### config.mk
export PLATFORM = sky130hd
export DESIGN_NAME = hcq_table_mem
export DESIGN_NICKNAME = d
export VERILOG_FILES = /design/src/hw/rtl/histogram_color_quantizer_defines.svh /design/src/hw/rtl/hcq_table_mem.sv
export SDC_FILE = /design/constraint.sdc
export NUM_CORES = 1
export LEC_CHECK = 0
export BUFFER_PORTS_ARGS = -buffer_cell sky130_fd_sc_hd__buf_2
export CORE_ASPECT_RATIO = 0.7
export CORE_UTILIZATION = 30
export CTS_CLUSTER_DIAMETER = 200
export CTS_CLUSTER_SIZE = 10
export DETAILED_ROUTE_END_ITERATION = 10
export GPL_TIMING_DRIVEN = 0
export PLACE_DENSITY_LB_ADDON = 0.15
export SLEW_MARGIN = 0
export SYNTH_ARGS = -nofsm -noshare
export SYNTH_HDL_FRONTEND = slang
export SYNTH_SLANG_ARGS = --single-unit
### constraint.sdc
create_clock -name clk -period 1.8 [get_ports clk]
set_input_delay 0.27 -clock clk [delete_from_list [all_inputs] [get_ports clk]]
set_output_delay 0.27 -clock clk [all_outputs]
set_load 0.02 [all_outputs]
### src/hw/rtl/histogram_color_quantizer_defines.svh
// assertion macros for the histogram color quantizer
`ifndef HISTOGRAM_COLOR_QUANTIZER_DEFINES_SVH
`define HISTOGRAM_COLOR_QUANTIZER_DEFINES_SVH

// same-cycle implication, checked while out of reset
`define HCQ_ASSERT_NOW(label, cond, conseq, msg) \
  label: assert property (@(posedge clk) disable iff (rst) (cond) |-> (conseq)) \
    else $error(msg);

// next-cycle implication, checked while out of reset
`define HCQ_ASSERT_NEXT(label, cond, conseq, msg) \
  label: assert property (@(posedge clk) disable iff (rst) (cond) |=> (conseq)) \
    else $error(msg);

`endif

### src/hw/rtl/hcq_table_mem.sv
// level or boundary table memory, one write and one registered read port
`timescale 1ns / 1ps
module hcq_table_mem #(
  parameter int DEPTH = 48,
  parameter int AW    = 6
) (
  input  logic          clk,
  input  logic [AW-1:0] rd_addr,
  output logic [7:0]    rd_data,
  input  logic          wr_en,
  input  logic [AW-1:0] wr_addr,
  input  logic [7:0]    wr_data
);

  logic [7:0] mem [DEPTH];

  // write port
  always_ff @(posedge clk) begin
    if (wr_en) begin
      mem[wr_addr] <= wr_data;
    end
  end

  // registered read port
  always_ff @(posedge clk) begin
    rd_data <= mem[rd_addr];
  end

endmodule

Yosys cells after proc, flatten, opt, wreduce, memory -nomap -nowiden
Memories as Yosys holds them, arrays and structs flattened. A register that Yosys moved wholly into a read port is not among the register bits.
Cells that the tools add are included.
- flip-flop bits (word level): 0
- bits in latches: 0
- RAM bits: 384
- memory bits (read-only): 0
- output and inout bits: 8
- word-level logic and storage cells: 3
- memories kept: 1
- add/subtract/negate cells: 0
- multiply operators: 0
- divide/modulo/power cells: 0
- magnitude comparators: 0
- eq/ne operators: 0
- shift-type cells: 0
- muxes and demuxes: 2
- bitwise operators: 0
- reductions and logical operators: 0
- memories (memory ; words ; width ; rd ports ; clocked after memory_dff ; write ports ; line ; text):
    mem ; 48 ; 8 ; 1 ; 1 ; 1 ; hcq_table_mem.sv:15 ; logic [7:0] mem [DEPTH];
- operator list (cell ; count):
    2-to-1 mux 1 bit ; 2

Longest topological paths before layout
Gate-level depths: netlist (run 1).
- word-level depth: 2
- mapped depth: 8

Worst setup path after synthesis (run 1)
Ideal clock, no wire load.
- kind: input to register
- start: input port rd_addr[1]
- end: register rd_data[0] (read register of mem)
- arrival time: 1700 ps
- required time: 1666 ps
- slack: -34 ps
- stages on the path: 6
- buffers on the path: 2
- cells stage by stage: buf_2 buf_1 mux4_2 mux4_2 nand2_1 o41ai_2
- RTL lines (element ; line ; text):
    start, declared ; hcq_table_mem.sv:8 ; input logic [AW-1:0] rd_addr,
    end, declared ; hcq_table_mem.sv:9 ; output logic [7:0] rd_data,

==> results of run 1 <==
[area by class of cell]
class | count | area, µm² | share of cell area, %
Sequential cell | 392 | 11700 | 65.3
Buffer | 47 | 358 | 2.00
Multi-Input combinational cell | 354 | 3620 | 20.2
Tap cell | 665 | 832 | 4.65
Timing Repair Buffer | 27 | 140 | 0.782
Clock buffer | 70 | 1220 | 6.81
Clock inverter | 4 | 50.0 | 0.279
[metrics by stage]
stage	hold slack (ns)	worst slack [ns]	util [%]
final	0.389	-0.0797	35.9
after global routing	0.446	-0.111	35.9
after CTS	0.383	-0.0677	35.6
after detailed placement	0.689	-1.37	32.8
after global placement	0.688	-1.42	32.8
after floorplan	0.369	0.0266	-
[registers in the layout, indices dropped and copies added, names as in the netlist]
signal   flops
mem        384
rd_data      8
[what timing repair did]
| item | CTS | global route |
|---|---|---|
| resized for setup | 39 | 35 |
| pin swaps | 4 | 4 |
| endpoints found under the setup margin | 62 | 111 |
| hold buffers | 0 | 0 |
| setup buffers | 0 | 2 |
[metal layers]
| layer | GRT usage (%) | vias up |
|---|---|---|
| met1 | 26.7 | 4152 |
| met3 | 4.25 | 70 |
| met2 | 23.0 | 232 |
| li1 | - | 3395 |
| met5 | 0 | - |
| met4 | 3.48 | 0 |
[placed cells by master (no fill, tap or decap), types with 2 or more instances in the layout]
master and n:
dfxtp_1 8, nand2_2 7, clkbuf_1 31, buf_1 5, a22oi_1 28, clkbuf_2 6
o41ai_2 5, o41ai_4 3, buf_4 10, a22o_1 16, clkinv_8 2, nor3_2 3
nor2b_1 4, buf_2 29, nor2b_2 2, nor2_1 25, o22ai_1 7, a221oi_4 2
mux4_2 40, nor2_2 21, buf_6 9, a21oi_1 15, clkbuf_16 45, clkbuf_4 4
a221oi_1 8, nand2_1 8, nand3_1 5, mux2i_1 127, a22oi_2 4, nand2b_1 5
inv_6 2, buf_8 5, a221oi_2 6, edfxtp_1 384
[power by group through the flow]
stage	Combinational, mW	Sequential [mW]	Clock, mW
detailed placement	1.17	10.3	0
finish	1.24	10.1	8.21
global route	1.30	10.1	8.78
floorplan	0.574	10.3	0
global placement	1.17	10.3	0
CTS	1.21	10.1	8.42
[final timing paths]
path	start	to	slack, ns	depth (start not counted)
max	rd_addr[3]	rd_data[2]	-0.08	6
min	wr_en	mem[32][7]	0.39	3
max reg2reg	mem[47][0]	rd_data[0]	-0.08	4
min reg2reg	mem[30][4]	rd_data[4]	0.94	4
[cell families after synthesis]
family,Yosys count
compound gates,96
buf+inv,47
flops,392
mux,168
simple gates,90
[critical path, stage by stage]
cell	delay, ns
buf_2	0.17
clkbuf_1	0.51
or2_2	0.22
buf_1	0.40
o22ai_2	0.17
o41ai_4	0.53
==> impl_metrics.toml, run 1 <==
[power_and_ir_drop]
seq_power_share_pct = 51.7
switchingPower_mw = 4.43
intPower_mw = 15.2
switching_share_pct = 22.6
p_comb_share_pct = 6.3
p_leak_nw = 5.82
vdd_drop_max_v = 0.000653
powerDensity_nw_per_um2 = 1090
report.power.total_mw = 19.6
clkPwrFrac_pct = 42.0

[synth]
synth_top_family_by_area = "multiplexers"
yosysMostFrequentCell = "edfxtp_1"
seq_area_frac_synth_pct = 76.2
synthAdderAreaFrac_pct = 0
async_flop_share_pct = 0
avgSynthCellArea_um2 = 19.4
yosysTopAreaCellShare_pct = 75.1
ys_top_cells_by_area = "edfxtp_1 (75%), mux2i_1 (8.3%), mux4_2 (5.9%)"
muxShareOfSynthArea_pct = 14.2
ys_warn_count = 0
synth.distinct_cells = 30
synth_commonest_cells = "edfxtp_1 (384), mux2i_1 (128), nor2_1 (47), mux4_2 (40), a22oi_1 (32)"
synth-compound-area-share_pct = 5.09
synth_nets = 815
synthSimpleGateAreaFrac_pct = 2.65
synth_top_flop_cell = "edfxtp_1"
synthCells = 793
yosysTopAreaCell = "edfxtp_1"
synth_edf_count = 384
syn_area_um2 = 15300
synth_xor_area_share_pct = 0
ys_ff_latch = 392

[timing]
rsz0062_at_grt = "true"
tightest_slew_ns = 1.08
skew_ns = 0.0197
max_slew_margin_pct = 28.2
clock.fmax_ghz = 0.532
finalHoldViolCount = 0
tns_ns = -0.435
final.setup.worst_slack_ns = -0.0797
finalCritPeriodShare_pct = 104
slew_viol_final = 0
setup_violations = 8
fin_crit_ns = 1.88

[clock_tree]
cts.sinks = 392
cts_inserted_buffers = 45
cts_tree = "yes"
cts-root-buf = "clkbuf_16"
clk_latency_ns = 0.57
clk_pin_slew_ns = 0.06
ctsLongestPathBuffers = 3
h-tree-depth = 2

[layout]
drive_above_1_share_pct = 23.7
area_growth_pct = 16.7
fin_area_um2 = 17900
diodes = 0
stdcell_count = 1559
fillers = 4745
finalNetCount = 889

[placement]
place_area_um2 = 16300
hpwl_mm = 28.3
post-place-cells = 1483
place.gp.congestion = 0.826
portBuffers = 25

[setup_path]
cp_data_arrival_time_ns = 2.29
worstSetupEndpointType = "register"
worst-setup-path-type = "in2reg"
critical_path_required_ns = 2.21
start_kind = "input port"
critical_path.max_fanout = 10

[route]
drc_errors = 0
num_vias = 7849
routedWlPerCell_um = 27.7
drtAntennaViolNets = 0
highest_layer = "met4"
dr_wl_met3_mm = 3.16
wl_mm = 43.2
dr.pass1.iters = 5
drt_iter0_markers = 679
wl_met1_mm = 22.0
dr_wl_met2_mm = 17.2
viasPerCell = 5.03

[min_path]
hold_path.class = "in2reg"

[die]
dieArea_um2 = 52100
core_um2 = 49900
fp.dieH_um = 191
start_util_pct = 30.8
rows = 68
ios = 30
die_w_um = 272

[status]
violations = "negative setup slack"
status = "finished, violations left"

[global_routing]
antenna_found_initial = 2
track_usage_pct = 16.9
grt_max_degree = 49
grt_overflow = 0
grt_first_pass_wirelength_mm = 60.9
grt_pass1_vias = 7731

[flow_run]
cap_violations = 0
Note: power is estimated with default switching activity, not from simulation.
==> run 2: changes to the inputs <==
Clock period 1.8 ns to 1.6 ns, I/O delays scaled along.
==> run 2 against run 1 <==
  * The flow still finishes with violations (negative setup slack)
  * Sequential share of layout area fell by 0.77 points
  * Highest routed layer unchanged
  * Setup slack got worse by 0.14 ns
  * Hold slack got worse by 0.13 ns
  * Clock power rose by 12%
  * Final cell count fell by 0.32%
  * Global-route usage fell by 0.16 points
==> impl_metrics.toml, run 2 (same netlist as run 1, synthesis figures left out) <==
[status]
status = "finished, violations left"
violations = "negative setup slack"

[clock_tree]
clk_latency_ns = 0.55
cts_tree = "yes"
ctsLongestPathBuffers = 3
h-tree-depth = 2
cts-root-buf = "clkbuf_16"
holdBufCountCts = 0
cts_inserted_buffers = 45
cts.sinks = 392
clk_pin_slew_ns = 0.06

[timing]
finalCritPeriodShare_pct = 114
setup_violations = 8
max_slew_margin_pct = 27.9
finalHoldViolCount = 0
rsz0062_at_grt = "true"
final.setup.worst_slack_ns = -0.217
skew_ns = 0.0161
clock.fmax_ghz = 0.550
slew_viol_final = 0
fin_crit_ns = 1.82
tns_ns = -1.50
tightest_slew_ns = 1.08

[layout]
fillers = 4677
layout_common_cells = "edfxtp_1 (384), mux2i_1 (128), clkbuf_16 (47)"
largest_register = "mem"
finalNetCount = 892
largest_reg_flops = 384
top_regs = "mem (384), rd_data (8)"
final_common_cell = "edfxtp_1"
post-route-util_pct = 36.3
drive_above_1_share_pct = 27.1
diodes = 0
area_growth_pct = 18.1

[global_routing]
grt_first_pass_wirelength_mm = 60.2
antenna_found_initial = 5
track_usage_pct = 16.8
grt_max_degree = 49
grt_overflow = 0
grt_pass1_vias = 7724

[route]
drt_iter0_markers = 705
num_vias = 7937
drc_errors = 0
wl_mm = 43.6
routedWlPerCell_um = 28.1
drtAntennaViolNets = 0
viasPerCell = 5.11
dr.pass1.iters = 5

[min_path]
hold_path.class = "in2reg"
whs_path_depth = 2
min_from = "rd_addr[5]"

[power_and_ir_drop]
powerDensity_nw_per_um2 = 1220
p_leak_nw = 5.88
vdd_drop_max_v = 0.000758

[setup_path]
critical_path.max_fanout = 1
critical_path_required_ns = 2.00
r2r_start = "mem[47][6]"
critPathLaunch = "mem[47][6]"
cp_data_arrival_time_ns = 2.21
worst-setup-path-type = "reg2reg"
r2r_cells = 4
start_kind = "register"
worstSetupEndpointType = "register"

[flow_run]
cap_violations = 0

[placement]
place.gp.congestion = 0.841
portBuffers = 25
hpwl_mm = 28.6

[die]
rows = 68
dieArea_um2 = 52100
start_util_pct = 30.8
die_w_um = 272
fp.dieH_um = 191
ios = 30
core_um2 = 49900
-- run 2: changes by cell type in the layout (fill, tap and decap cells not counted), sizes merged --
cell / delta
clkbuf: -8
clkinv: -2
buf: +5
-- run 2: report_power, final --
part           switching [mW]  internal, mW
registers              0.0199          11.4
logic                   0.958         0.456
clock network            3.91          5.31
total                    4.89          17.1
-- run 2: worst max-delay path, stage by stage (launching register included) --
cell	delay [ns]
edfxtp_1	0.36
mux4_2	0.56
mux4_2	0.54
nand2_1	0.11
o41ai_2	0.10
-- run 2: through the flow --
stage / hold slack (ns) / area, µm² / std cells / power [mW] / setup WS, ns
after floorplan: 0.339 / 15400 / 793 / 12.3 / -0.106
after global placement: 0.664 / 16400 / 1483 / 12.9 / -1.59
after detailed placement: 0.660 / 16400 / 1483 / 12.9 / -1.56
after CTS: 0.244 / 17900 / 1550 / 22.2 / -0.215
after global routing: 0.288 / 18100 / 1554 / 22.6 / -0.267
final: 0.263 / 18100 / 1554 / 22.0 / -0.217
-- run 2: final cells by class --
cell class,instances,area [µm²],area share [%]
Clock inverter,2,17.5,0.0967
Timing Repair Buffer,30,188,1.04
Tap cell,665,832,4.59
Clock buffer,64,1240,6.84
Buffer,47,375,2.07
Sequential cell,392,11700,64.5
Multi-Input combinational cell,354,3780,20.9
-- run 2: final timing paths --
path | endpoint | slack, ns
setup / recovery | rd_data[6] | -0.22
hold / removal | rd_data[3] | 0.26
setup reg to reg | rd_data[6] | -0.22
hold reg to reg | rd_data[2] | 0.90
-- run 2: timing repair --
action	in CTS	in global routing
resized for setup	67	47
endpoints found under the hold margin	0	0
pin swaps	7	2
endpoints found under the setup margin	288	255
setup buffers	1	4
-- run 2: layer usage --
layer	vias up	track usage, %	routed length (µm)
met3	52	3.86	3310
met2	246	22.1	17200
met4	0	3.09	585
met1	4238	27.4	22500
met5	-	0	0
li1	3401	-	-
==> run 3: changes to the inputs <==
==> constraint.sdc (replaced) <==
create_clock -name clk -period 1.6 [get_ports clk]
set_input_delay 0.32 -clock clk [delete_from_list [all_inputs] [get_ports clk]]
set_output_delay 0.32 -clock clk [all_outputs]
set_load 0.02 [all_outputs]
==> run 3 against run 2 <==
  * The flow still finishes with violations (negative setup slack)
  * Hold slack improved by 0.11 ns
  * Clock-buffer cell count down 1
  * First-iteration DRC count increased by 12%
  * Flip-flop and latch count is the same
  * Register-to-register slack barely moved
  * Cell area increased by 0.60%
  * Largest power group unchanged
==> impl_metrics.toml, run 3 (same netlist as run 1, synthesis figures left out) <==
[setup_path]
r2r_cells = 4
critPathLaunch = "mem[47][6]"
crit_top_cell = "mux4_2"
critPathCapture = "rd_data[6]"
crit_chain = "mux4_2, mux4_2, nand2_2, o41ai_2"
cp_top_family = "multiplexers"
cp_data_arrival_time_ns = 2.19
critical_path_required_ns = 1.98
r2r_setup_slack_ns = -0.21
r2r_end = "rd_data[6]"
cpPeakStageDelay_ns = 0.55
r2r_start = "mem[47][6]"
path_depth = 4
worst-setup-path-type = "reg2reg"
worstSetupEndpointType = "register"
cp_slowest_cell = "mux4_2"
crit_buf_inv = 0
critical_path.max_fanout = 1
start_kind = "register"

[global_routing]
grt_pass1_vias = 7572
grt_first_pass_wirelength_mm = 60.4
grt_overflow = 0
grt_max_degree = 49
track_usage_pct = 16.8
antenna_found_initial = 2

[route]
wl_mm = 43.4
drtAntennaViolNets = 0
viasPerCell = 5.04
routedWlPerCell_um = 27.9
num_vias = 7840
drc_errors = 0
dr.pass1.iters = 5
drt_iter0_markers = 792

[timing]
finalCritPeriodShare_pct = 113
clock.fmax_ghz = 0.554
tns_ns = -2.67
slew_viol_final = 0
max_slew_margin_pct = 24.0
final.setup.worst_slack_ns = -0.207
setup_violations = 57
rsz0062_at_grt = "true"
fin_crit_ns = 1.81
tightest_slew_ns = 1.14
hold_ws_ns = 0.369
finalHoldViolCount = 0
skew_ns = 0.0273

[power_and_ir_drop]
powerDensity_nw_per_um2 = 1200
vdd_drop_max_v = 0.000741
p_leak_nw = 5.89

[min_path]
hold_path.class = "in2reg"
whs_path_depth = 2

[layout]
fillers = 4655
layout_common_cells = "edfxtp_1 (384), mux2i_1 (128), clkbuf_16 (46)"
top_regs = "mem (384), rd_data (8)"
largest_register = "mem"
drive_above_1_share_pct = 27.2
stdcell_count = 1555
post-route-util_pct = 36.6
diodes = 0
seq_area_um2 = 11700
largest_reg_flops = 384
area_growth_pct = 18.8
final_common_cell = "edfxtp_1"
finalNetCount = 894
multi_input_area_um2 = 3830

[die]
die_w_um = 272
rows = 68
dieArea_um2 = 52100
core_um2 = 49900
fp.dieH_um = 191
ios = 30
start_util_pct = 30.8

[clock_tree]
cts_inserted_buffers = 45
cts_tree = "yes"
clk_latency_ns = 0.56
clk_pin_slew_ns = 0.05
cts-root-buf = "clkbuf_16"
holdBufCountCts = 0
h-tree-depth = 2
ctsLongestPathBuffers = 3
cts.sinks = 392

[placement]
portBuffers = 25
hpwl_mm = 28.4
post-place-cells = 1483
place.gp.congestion = 0.852

[status]
status = "finished, violations left"
violations = "negative setup slack"

[flow_run]
cap_violations = 0
[run 3: cell count changes in the layout (fill, tap and decap cells not counted), sizes merged]
cell and delta:
buf +2, clkbuf -1, clkinv +1, inv -1
[run 3: metal layers]
| layer | share of wire (%) | GRT usage, % | up-vias |
|---|---|---|---|
| li1 | - | - | 3398 |
| met1 | 53 | 27.8 | 4185 |
| met2 | 39 | 21.9 | 211 |
| met3 | 6.1 | 3.50 | 46 |
| met4 | 1.4 | 3.13 | 0 |
| met5 | 0 | 0 | - |
[run 3: how the worst min path moves through the flow]
stage | endpoint | startpoint | slack, ns
2_1_floorplan | mem[0][0] | wr_data[0] | 0.42
3_3_place_gp | rd_data[4] | rd_data[4] | 0.74
3_5_place_dp | rd_data[5] | rd_data[5] | 0.74
4_1_cts | rd_data[0] | rd_addr[5] | 0.35
5_1_grt | rd_data[1] | rd_addr[5] | 0.38
6_report | rd_data[0] | rd_addr[5] | 0.37
[run 3: layout make-up]
class | instances | share of cell area [%]
Tap cell | 665 | 4.56
Clock inverter | 2 | 0.137
Timing Repair Buffer | 32 | 1.32
Sequential cell | 392 | 64.1
Multi-Input combinational cell | 354 | 21.0
Buffer | 47 | 2.17
Clock buffer | 63 | 6.66
[run 3: where the power goes]
group	switching [mW]	total, mW	internal (mW)
Sequential	0.0189	11.4	11.4
Clock	3.88	9.09	5.21
Combinational	0.964	1.43	0.466
Total	4.86	21.9	17.1
[run 3: worst reg2reg max path, cell delays in order, from the launching register on]
cell and delay, ns:
edfxtp_1 0.35, mux4_2 0.55, mux4_2 0.55, nand2_2 0.10
o41ai_2 0.09
[run 3: timing repair]
item | 4_1_cts | 5_1_grt
setup endpoints to repair | 330 | 213
gates resized for setup | 78 | 44
pin swaps | 10 | 10
buffers inserted | 2 | 5
[run 3: through the flow]
stage	total power, mW	area, µm²	setup slack (ns)
final	21.9	18200	-0.207
after global routing	22.5	18200	-0.261
after CTS	22.0	17900	-0.262
after detailed placement	12.9	16400	-1.55
after global placement	12.9	16400	-1.52
after floorplan	12.3	15500	-0.186
