## src/hw/rtl/histogram_color_quantizer_defines.svh

```systemverilog
// assertion macros for the histogram color quantizer
`ifndef HISTOGRAM_COLOR_QUANTIZER_DEFINES_SVH
`define HISTOGRAM_COLOR_QUANTIZER_DEFINES_SVH

// same-cycle implication, checked while out of reset
`define HCQ_ASSERT_NOW(label, cond, conseq, msg) \
  label: assert property (@(posedge clk) disable iff (rst) (cond) |-> (conseq)) \
    else $error(msg);

// next-cycle implication, checked while out of reset
`define HCQ_ASSERT_NEXT(label, cond, conseq, msg) \
  label: assert property (@(posedge clk) disable iff (rst) (cond) |=> (conseq)) \
    else $error(msg);

`endif

```

## src/hw/rtl/hcq_divider.sv

```systemverilog
// restoring divider, one quotient bit per cycle
`timescale 1ns / 1ps
module hcq_divider #(
  parameter int DW = 25,
  parameter int VW = 5
) (
  input  logic          clk,
  input  logic          rst,
  input  logic          start,
  input  logic [DW-1:0] dividend,
  input  logic [VW-1:0] divisor,
  output logic          done,
  output logic [DW-1:0] quotient
);

  localparam int CW = $clog2(DW + 1);

  logic [CW-1:0] cnt;
  logic [VW-1:0] rem;
  logic [VW-1:0] dvs;
  logic [DW-1:0] quo;
  logic [VW:0]   shifted;
  logic          fits;

  // trial subtract of the shifted partial remainder
  assign shifted = {rem, quo[DW-1]};
  assign fits    = shifted >= {1'b0, dvs};

  // control
  always_ff @(posedge clk) begin
    if (rst) begin
      cnt  <= '0;
      done <= 1'b0;
    end else begin
      done <= 1'b0;
      if (start) begin
        cnt <= CW'(DW);
      end else if (cnt != '0) begin
        cnt <= cnt - 1'b1;
        if (cnt == CW'(1)) begin
          done <= 1'b1;
        end
      end
    end
  end

  // datapath
  always_ff @(posedge clk) begin
    if (start) begin
      quo <= dividend;
      rem <= '0;
      dvs <= divisor;
    end else if (cnt != '0) begin
      quo <= {quo[DW-2:0], fits};
      rem <= fits ? VW'(shifted - {1'b0, dvs}) : shifted[VW-1:0];
    end
  end

  assign quotient = quo;

endmodule

```

## config.mk

```make
export PLATFORM = sky130hd
export DESIGN_NAME = hcq_divider
export DESIGN_NICKNAME = d
export VERILOG_FILES = /design/src/hw/rtl/histogram_color_quantizer_defines.svh /design/src/hw/rtl/hcq_divider.sv
export SDC_FILE = /design/constraint.sdc
export NUM_CORES = 1
export LEC_CHECK = 0
export CORE_ASPECT_RATIO = 0.75
export CORE_MARGIN = 4
export CORE_UTILIZATION = 55
export DETAILED_ROUTE_END_ITERATION = 8
export DONT_BUFFER_PORTS = 1
export PLACE_DENSITY = 0.69
export SLEW_MARGIN = 20
export SYNTH_ARGS = -nofsm -noshare
export SYNTH_HDL_FRONTEND = slang
export SYNTH_SLANG_ARGS = --single-unit
```

## constraint.sdc

```tcl
create_clock -name clk -period 5.98 [get_ports clk]
set_clock_uncertainty 0.2 [all_clocks]
set_input_delay 0.299 -clock clk [delete_from_list [all_inputs] [get_ports clk]]
set_output_delay 0.299 -clock clk [all_outputs]
set_load 0.1 [all_outputs]
```

Word-level counts from Yosys, hierarchy flattened
Cells that the tools add are included.
{ "totals": {"register_bits": 41, "out_inout_bits": 26, "wordCells": 21} }
{ "classes": {"addsub": 2, "order_cmp": 1, "n_eq_ne": 1, "muxes": 6, "bitwise": 1, "reduce_logical": 4} }
{ "op_table": {"columns": ["op", "count"], "rows": [
  ["$mux 25", 2],
  ["$mux 5", 3],
  ["$ge 6x5->1", 1],
  ["$eq 5x1->1 const B", 1],
  ["$reduce_bool 5->1", 1],
  ["$sub 5x1->5 const B", 1],
  ["$sub 5x5->5", 1],
  ["$reduce_or 3->1", 1],
  ["$reduce_bool 2->1", 1],
  ["$reduce_or 2->1", 1],
  ["$mux 1", 1],
  ["$not 1->1", 1]
]} }

Logic depth before layout (Yosys ltp)
Gate-level depths: netlist of the first run.
{ "depth": {"depth_word": 3, "depth_mapped": 8, "depth_no_buf": 8} }

Least setup slack after synthesis of the first run
OpenSTA, ideal clock, no wires.
{ "synth_path": {"path_kind": "register -> register", "startpoint": "register quo[24], in the netlist quotient[24]", "endpoint": "register quo[0], in the netlist quotient[0] (data pin)", "t_arrival_ns": 2.390, "slack_ns": 3.130, "path_stages_with_launch": 9, "n_path_buf": 0, "period_less_slack_ns": 2.850, "path_cell_list": "edfxtp_1 > inv_1 > ha_1 > inv_1 > fa_1 > a21o_1 > a22oi_1 > nand2_1 > mux2_2"} }
{ "synth_between": {"elab_chain_len": 3} }
{ "synth_rtl": {"columns": ["item", "line_no", "text"], "rows": [
  ["start, declared", "hcq_divider.sv:21", "logic [DW-1:0] quo;"],
  ["start signal, assigned", "hcq_divider.sv:50", "quo <= dividend;"],
  ["start signal, assigned", "hcq_divider.sv:54", "quo <= {quo[DW-2:0], fits};"],
  ["$ge 6x5->1", "hcq_divider.sv:27", "assign fits = shifted >= {1'b0, dvs};"],
  ["$mux 25", "hcq_divider.sv:53", "end else if (cnt != '0) begin"],
  ["$mux 25", "hcq_divider.sv:49", "if (start) begin"]
]} }
No other way between the ends. The select of a mux whose other input is x is not followed.
A chain may end at the register's enable or synchronous reset.

Worst setup path after layout of the first run
Same ends and word-level chain as after synthesis.

==> flow_summary.json, run 1 <==
{
  "outcome": "complete, no violations",
  "die_height_um": 59.5,
  "setup_viol": 0,
  "vdd_drop_max_uv": 292,
  "postCtsSetupRepairBufs": 0,
  "multiInputGateArea_um2": 753,
  "syn_avg_cell_area_um2": 13.4,
  "yosys.area.top_type": "edfxtp_1",
  "ys_seq_area_frac": 0.577,
  "ys_warn_count": 0,
  "ant_nets": 0,
  "areaGrowthSynthToFinish_pct": 10.2,
  "synthFlopType": "edfxtp_1",
  "worstRegToRegCells": 8,
  "synth_cell_types": 39,
  "dieArea_um2": 4560,
  "max_freq_mhz": 332,
  "slew_headroom": 0.364,
  "vias_per_cell": 5.97,
  "crit_required_ps": 5830,
  "regArea_um2": 1120,
  "grt_pass1_wl_um": 5340,
  "yosysTopAreaCellShare": 0.464,
  "antenna_found_initial": 0,
  "routedWlPerCell_um": 17.3,
  "first_pass_iters": 4,
  "reg2reg_slack_ps": 2970,
  "antenna_cells": 0,
  "worstSetupEndpoint": "quotient[0]",
  "final_hold_viol_count": 0,
  "final_design_area_no_fill_um2": 2140,
  "async_flop_share": 0,
  "power_density_nw_per_um2": 465,
  "worstReg2RegEnd": "quotient[0]",
  "htree_levels": 2,
  "insertion_delay_ps": 290,
  "clk_path_buf_depth": 2,
  "drc": 0,
  "cp-startpoint": "quotient[24]",
  "synth_area_um2": 1940,
  "start_kind": "register",
  "grt_max_degree": 34,
  "wl_um": 3400,
  "portBuffers": 0,
  "path_clk_slew_ps": 80,
  "reg2reg_from": "quotient[24]",
  "hold_ws_ps": 24.6,
  "chipWidth_um": 76.6,
  "synth-edff-count": 30,
  "vias": 1176,
  "drtIter0Drc": 75,
  "crit_arrival_ps": 2860,
  "end_kind": "register",
  "cts-root-buf": "clkbuf_8",
  "synth.area.top_cells": "edfxtp_1, mux2_2, dfxtp_1",
  "dp.final_hpwl_um": 2330,
  "final_cell_count_no_fill": 197,
  "cts_tree": "built",
  "grt_pass1_vias": 1142,
  "cts_buffers": 5,
  "min_period_ps": 3010,
  "dp.cells": 180,
  "num_rows": 18,
  "worstPathMaxFanout": 6,
  "rsz0062_at_grt": "no",
  "fin_tns_setup_ps": 0,
  "drv_cap": 0,
  "drive_above_1_share": 0.242,
  "synthTopCellsByCount": "edfxtp_1, mux2_2, dfxtp_1, inv_1, nor2_1",
  "yosysMostFrequentCell": "edfxtp_1",
  "holdPathStages": 1,
  "grt_overflow": 0,
  "crit_type": "register to register",
  "drv_slew": 0,
  "placedInstanceArea_um2": 1970,
  "ys_ff_latch": 41,
  "syn_nets": 186,
  "coreArea_um2": 3330,
  "hold_class": "input pin to register",
  "fin_crit_sh": 0.504,
  "tightest_slew_ps": 954,
  "power.leakage_nw": 0.825,
  "fillers": 243,
  "grt_usage": 0.155,
  "place_congestion": 0.791,
  "io_pins": 59,
  "nets": 197,
  "clkSinkCount": 41,
  "initial_utilization": 0.583,
  "synth_cells": 145
}
how the worst min path moves through the flow:
| stage | from | slack [ps] | endpoint |
|---|---|---|---|
| 4_1_cts | dividend[6] | 20 | quotient[6] |
| 5_1_grt | dividend[8] | 2 | quotient[8] |
| 3_3_place_gp | start | 170 | cnt[1] |
| 6_report | dividend[6] | 20 | quotient[6] |
| 2_1_floorplan | rst | 170 | cnt[0] |
| 3_5_place_dp | rst | 180 | cnt[4] |
final cells by class:
type	instances	area share
Inverter	11	0.0193
Multi-Input combinational cell	88	0.352
Sequential cell	41	0.523
Clock inverter	3	0.00818
Tap cell	40	0.0234
Timing Repair Buffer	9	0.0421
Clock buffer	5	0.0321
per-stage QoR:
step / util / power [mW] / setup WS [ps]
after floorplan: - / 0.785 / 3130
after global routing: 0.643 / 1.05 / 2810
after detailed placement: 0.590 / 0.822 / 2960
final: 0.643 / 0.996 / 2970
after global placement: 0.590 / 0.817 / 2990
after CTS: 0.640 / 1.00 / 2960
report_power, final:
| group | switching (mW) | internal, mW |
|---|---|---|
| registers | 0.258 | 0.368 |
| logic | 0.0999 | 0.0979 |
| clock network | 0.0919 | 0.0805 |
sequential cells by signal (all words and copies together) (netlist names):
register and count:
cnt 5, done 1, dvs 5, quotient 25
rem 5
critical path, stage by stage (launching register included):
cell and delay (ps):
edfxtp_1 800, inv_1 170, ha_1 150, inv_1 60, fa_1 400, a21o_1 200, a22oi_1 350, nand2_1 160
mux2_2 290
placed cells by master (no fill, tap or decap), types with 2 or more instances in the layout:
cell           netlist  final
inv_1               11     11
o21ai_0              2      2
nor3_1               5      5
nor2_1              10     10
nand2_1              4      4
nand3_1              2      2
ha_1                 7      7
clkbuf_8             0      5
mux2_2              26     26
a311oi_1             2      2
clkinv_2             0      2
a21oi_1              3      3
dfxtp_1             11     11
a21o_1               3      3
xnor2_1              2      2
edfxtp_1            30     30
dlygate4sd3_1        0      9
routing by layer:
metal  part of all wire  global-route usage  vias up
met2               0.47               0.247       33
met4             0.0071              0.0543        0
met5                  0                   0        -
met3              0.069              0.0714        4
li1                   -                   -      570
met1               0.45               0.188      569
cell families (layout without fill, tap and decap cells):
kind of cell	Yosys count	in the layout	synth area share
adder cells (fa/ha/maj)	8	8	0.0554
XOR/XNOR	2	2	0.00902
buffers and inverters	16	28	0.0354
AND/OR/NAND/NOR	30	30	0.0837
multiplexers	26	26	0.151
flip-flops	41	41	0.577
AO/OA/AOI/OAI	22	22	0.0889
repair_timing:
| action | CTS | global route |
|---|---|---|
| hold endpoints to repair | 18 | 1 |
| hold buffers | 8 | 1 |
| gates resized for setup | 0 | 0 |
| endpoints found under the setup margin | 0 | 0 |
Power figures use the tool's default switching activity.
==> inputs of run 2 (changes only) <==
PLACE_DENSITY = 0.72   (was 0.69)
clock period = 2.5 ns   (was 5.98 ns; I/O delays follow)
==> flow_summary.json, run 2 (synthesized netlist as in run 1, its figures left out) <==
{
  "regArea_um2": 1120,
  "cts_tree": "built",
  "worstPathMaxFanout": 6,
  "cts_buffers": 5,
  "vias": 1438,
  "holdPathStages": 3,
  "hold_ws_ps": 35.3,
  "dieArea_um2": 4560,
  "final_cell_count_no_fill": 252,
  "nets": 252,
  "antenna_found_initial": 0,
  "drv_cap": 0,
  "drv_slew": 0,
  "grt_pass1_vias": 1425,
  "slew_headroom": 0.739,
  "setup_viol": 0,
  "worstRegToRegCells": 5,
  "tightest_slew_ps": 382,
  "areaGrowthSynthToFinish_pct": 38.1,
  "final_hold_viol_count": 0,
  "rsz0062_at_grt": "no",
  "fin_ws_ps": 134,
  "io_pins": 59,
  "fillers": 188,
  "max_freq_mhz": 423,
  "place_congestion": 0.850,
  "dp.final_hpwl_um": 2540,
  "power.leakage_nw": 1.10,
  "grt_overflow": 0,
  "vdd_drop_max_uv": 765,
  "grt_pass1_wl_um": 7060,
  "largest_register_ffs": 25,
  "hold_class": "input pin to register",
  "drc": 0,
  "cp_slowest_cell": "dlygate4sd3_1",
  "final_cell_mix": "dlygate4sd3_1, edfxtp_1, buf_4",
  "crit_arrival_ps": 2410,
  "power_density_nw_per_um2": 1040,
  "cts_resized": 0,
  "portBuffers": 0,
  "grt_max_degree": 43,
  "path_cells": "inv_1 -> ha_1 -> or4b_4 -> a2111oi_2 -> dlygate4sd3_1",
  "min_period_ps": 2370,
  "end_kind": "register",
  "drtIter0Drc": 49,
  "post-route-util": 0.805,
  "initial_utilization": 0.583,
  "cts-root-buf": "clkbuf_8",
  "final_common_cell": "dlygate4sd3_1",
  "routedWlPerCell_um": 18.0,
  "ant_nets": 0,
  "insertion_delay_ps": 300,
  "start_kind": "register",
  "clk_path_buf_depth": 2,
  "dp.cells": 209,
  "drive_above_1_share": 0.335,
  "placedInstanceArea_um2": 2190,
  "antenna_cells": 0,
  "clkSinkCount": 41,
  "critPathMaxStageDelay_ps": 580,
  "dpl_worst_slack_ps": 233,
  "fin_tns_setup_ps": 0,
  "crit_type": "register to register",
  "vias_per_cell": 5.71,
  "final_design_area_no_fill_um2": 2680,
  "fin_crit_sh": 0.947,
  "multiInputGateArea_um2": 761,
  "wl_um": 4540,
  "power_mw": 2.80,
  "first_pass_iters": 4,
  "coreArea_um2": 3330,
  "die_height_um": 59.5,
  "crit_required_ps": 2540,
  "num_rows": 18,
  "path_clk_slew_ps": 80,
  "chipWidth_um": 76.6,
  "grt_usage": 0.206,
  "htree_levels": 2,
  "reg2reg_slack_ps": 130,
  "outcome": "complete, no violations"
}
-- run 2: cell count changes in the layout (fill, tap and decap cells not counted), sizes merged --
cell / before / now
clkinv: 2 / 1
clkinvlp: 1 / 0
buf: 0 / 31
dlygate4sd3: 9 / 33
bufinv: 0 / 2
-- run 2: cell type report --
class,instances,share of cell area
clock buffer,5,0.0257
clock inverter,3,0.0243
inverter,11,0.0154
multi-input combinational,88,0.284
sequential,41,0.418
tap,40,0.0187
timing repair buffer,64,0.215
-- run 2: worst paths after layout --
| path | start | to |
|---|---|---|
| setup / recovery | cnt[0] | cnt[1] |
| hold / removal | start | rem[3] |
| setup reg to reg | cnt[0] | cnt[1] |
| hold reg to reg | rem[4] | rem[4] |
-- run 2: metal layers --
layer	GRT usage	vias to the layer above	part of all wire
met5	0	-	0
met2	0.369	54	0.51
met4	0.0646	0	0.016
li1	-	683	-
met1	0.231	693	0.41
met3	0.0790	8	0.064
-- run 2: worst max-delay path, delay by kind of cell (launching register included) --
family	cells	cell delay, ps
compound gates	1	350
fa+ha+maj	1	240
buf+inv	2	660
flops	1	340
simple gates	1	520
-- run 2: power breakdown --
| part | internal (mW) | switching, mW | leakage [nW] | total, mW |
|---|---|---|---|---|
| Combinational | 0.369 | 0.846 | 0.634 | 1.22 |
| Clock | 0.397 | 0.233 | 0.0681 | 0.630 |
| Sequential | 0.875 | 0.0798 | 0.401 | 0.954 |
-- run 2: what timing repair did --
item,4_1_cts,5_1_grt
hold endpoints to repair,46,0
setup buffers,0,1
hold buffers,34,0
setup endpoints to repair,0,1
==> inputs of run 3 (changes only) <==
ABC_AREA = 1   (was not set)
==> flow_summary.json, run 3 <==
{
  "outcome": "complete, no violations",
  "portBuffers": 0,
  "synthFlopType": "edfxtp_1",
  "wl_um": 4560,
  "cts_buffers": 5,
  "nets": 323,
  "antenna_cells": 0,
  "clk_path_buf_depth": 2,
  "initial_utilization": 0.586,
  "power.leakage_nw": 1.27,
  "fin_tns_setup_ps": 0,
  "min_period_ps": 2080,
  "num_rows": 18,
  "final_common_cell": "nand2_1",
  "ys_warn_count": 0,
  "multiInputGateArea_um2": 759,
  "grt_pass1_vias": 1627,
  "fillers": 200,
  "largest_register_ffs": 25,
  "grt_pass1_wl_um": 7350,
  "cts_tree": "built",
  "seqPwrFrac": 0.354,
  "dp.final_hpwl_um": 2990,
  "placedInstanceArea_um2": 2200,
  "synth_cell_types": 26,
  "reg2reg_from": "cnt[0]",
  "crit_top_cell": "inv_1",
  "io_pins": 59,
  "p_clk_frac": 0.186,
  "synth-edff-count": 30,
  "ys_ff_latch": 41,
  "power_frac_comb": 0.461,
  "vias": 1703,
  "place_congestion": 0.952,
  "intPower_mw": 1.48,
  "syn_avg_cell_area_um2": 8.91,
  "switching_share": 0.444,
  "grt_max_degree": 35,
  "synth_area_um2": 1980,
  "synth.area.top_cells": "edfxtp_1, nand2_1, dfxtp_1",
  "coreArea_um2": 3380,
  "tightest_slew_ps": 936,
  "antenna_found_initial": 0,
  "rsz0062_at_grt": "no",
  "final_cell_mix": "nand2_1, dlygate4sd3_1, edfxtp_1",
  "grt_overflow": 0,
  "insertion_delay_ps": 280,
  "worstPathMaxFanout": 24,
  "ant_nets": 0,
  "hold_class": "input pin to register",
  "p_sw_mw": 1.18,
  "first_pass_iters": 5,
  "drv_cap": 0,
  "slew_headroom": 0.375,
  "power_mw": 2.66,
  "critPathMaxStageDelay_ps": 370,
  "power_density_nw_per_um2": 1000,
  "crit_arrival_ps": 1840,
  "grt_usage": 0.203,
  "clkSinkCount": 41,
  "vdd_drop_max_uv": 673,
  "hold_start": "divisor[2]",
  "cp_top_family": "buffers and inverters",
  "dieArea_um2": 4630,
  "final_cell_count_no_fill": 323,
  "setup_viol": 0,
  "die_height_um": 59.9,
  "synth_cells": 222,
  "yosysTopAreaCellShare": 0.455,
  "start_kind": "register",
  "vias_per_cell": 5.27,
  "yosysMostFrequentCell": "nand2_1",
  "syn_nets": 263,
  "max_freq_mhz": 481,
  "path_cells": "inv_1 -> ha_1 -> inv_1 -> nor2_1 -> nand2_2 -> inv_2 -> nand2_1 -> buf_4",
  "cp-startpoint": "cnt[0]",
  "yosys.area.top_type": "edfxtp_1",
  "async_flop_share": 0,
  "final_hold_viol_count": 0,
  "regArea_um2": 1120,
  "cts-root-buf": "clkbuf_8",
  "htree_levels": 2,
  "final_design_area_no_fill_um2": 2650,
  "fin_crit_sh": 0.832,
  "drive_above_1_share": 0.170,
  "cp_num_buf_inv": 4,
  "drtIter0Drc": 113,
  "routedWlPerCell_um": 14.1,
  "end_kind": "register",
  "dp.cells": 282,
  "crit_required_ps": 2260,
  "drv_slew": 0,
  "chipWidth_um": 77.3,
  "cp_slowest_cell": "dfxtp_1",
  "areaGrowthSynthToFinish_pct": 33.9,
  "drc": 0,
  "path_clk_slew_ps": 70,
  "crit_type": "register to register",
  "synthTopCellsByCount": "nand2_1, edfxtp_1, nor2_1, inv_1, dfxtp_1",
  "cts_resized": 0,
  "ys_seq_area_frac": 0.567
}
[run 3: metal layers]
metal / wire (um) / up-vias / track usage
li1: - / 836 / -
met1: 1850 / 772 / 0.243
met2: 2260 / 84 / 0.363
met3: 378 / 11 / 0.0497
met4: 65 / 0 / 0.0761
met5: 0 / - / 0
[run 3: logic make-up (layout without fill, tap and decap cells)]
family                   count (synthesis)  after routing  share of synthesized area
AO/OA/AOI/OAI                           17             17                     0.0500
XOR/XNOR                                 2              2                    0.00886
adder cells (fa/ha/maj)                  8              8                     0.0544
AND/OR/NAND/NOR                        130            130                      0.271
buffers and inverters                   24             85                     0.0493
flip-flops                              41             41                      0.567
[run 3: final cells by class]
cell class | count | area share
flip-flops and latches | 41 | 0.423
multi-input cells | 157 | 0.287
repair buffers | 60 | 0.205
clock buffers | 8 | 0.0420
inverters | 17 | 0.0241
well taps | 40 | 0.0189
[run 3: power by group through the flow]
| stage | clock network, mW | logic (mW) | registers [mW] |
|---|---|---|---|
| finish | 0.493 | 1.22 | 0.939 |
| global route | 0.535 | 1.30 | 0.950 |
| CTS | 0.515 | 1.21 | 0.933 |
| detailed placement | 0 | 1.15 | 0.949 |
| global placement | 0 | 1.13 | 0.947 |
| floorplan | 0 | 0.463 | 1.43 |
[run 3: final timing paths]
| kind | depth (start not counted) | slack, ps | end |
|---|---|---|---|
| hold / removal | 1 | 270 | dvs[2] |
| hold reg to reg | 2 | 310 | cnt[4] |
| setup / recovery | 8 | 420 | quotient[9] |
| setup reg to reg | 8 | 420 | quotient[9] |
[run 3: per-stage QoR]
step / utilization / setup slack, ps / hold slack (ps)
2_1_floorplan: - / 65.3 / -5.93
3_3_place_gp: 0.650 / 532 / -2.87
3_5_place_dp: 0.650 / 468 / -1.72
4_1_cts: 0.784 / 450 / 246
5_1_grt: 0.784 / 258 / 266
6_report: 0.784 / 420 / 268
[run 3: timing repair]
action,4_1_cts,5_1_grt
endpoints found under the hold margin,44,0
buffers inserted,0,0
hold buffers,33,0
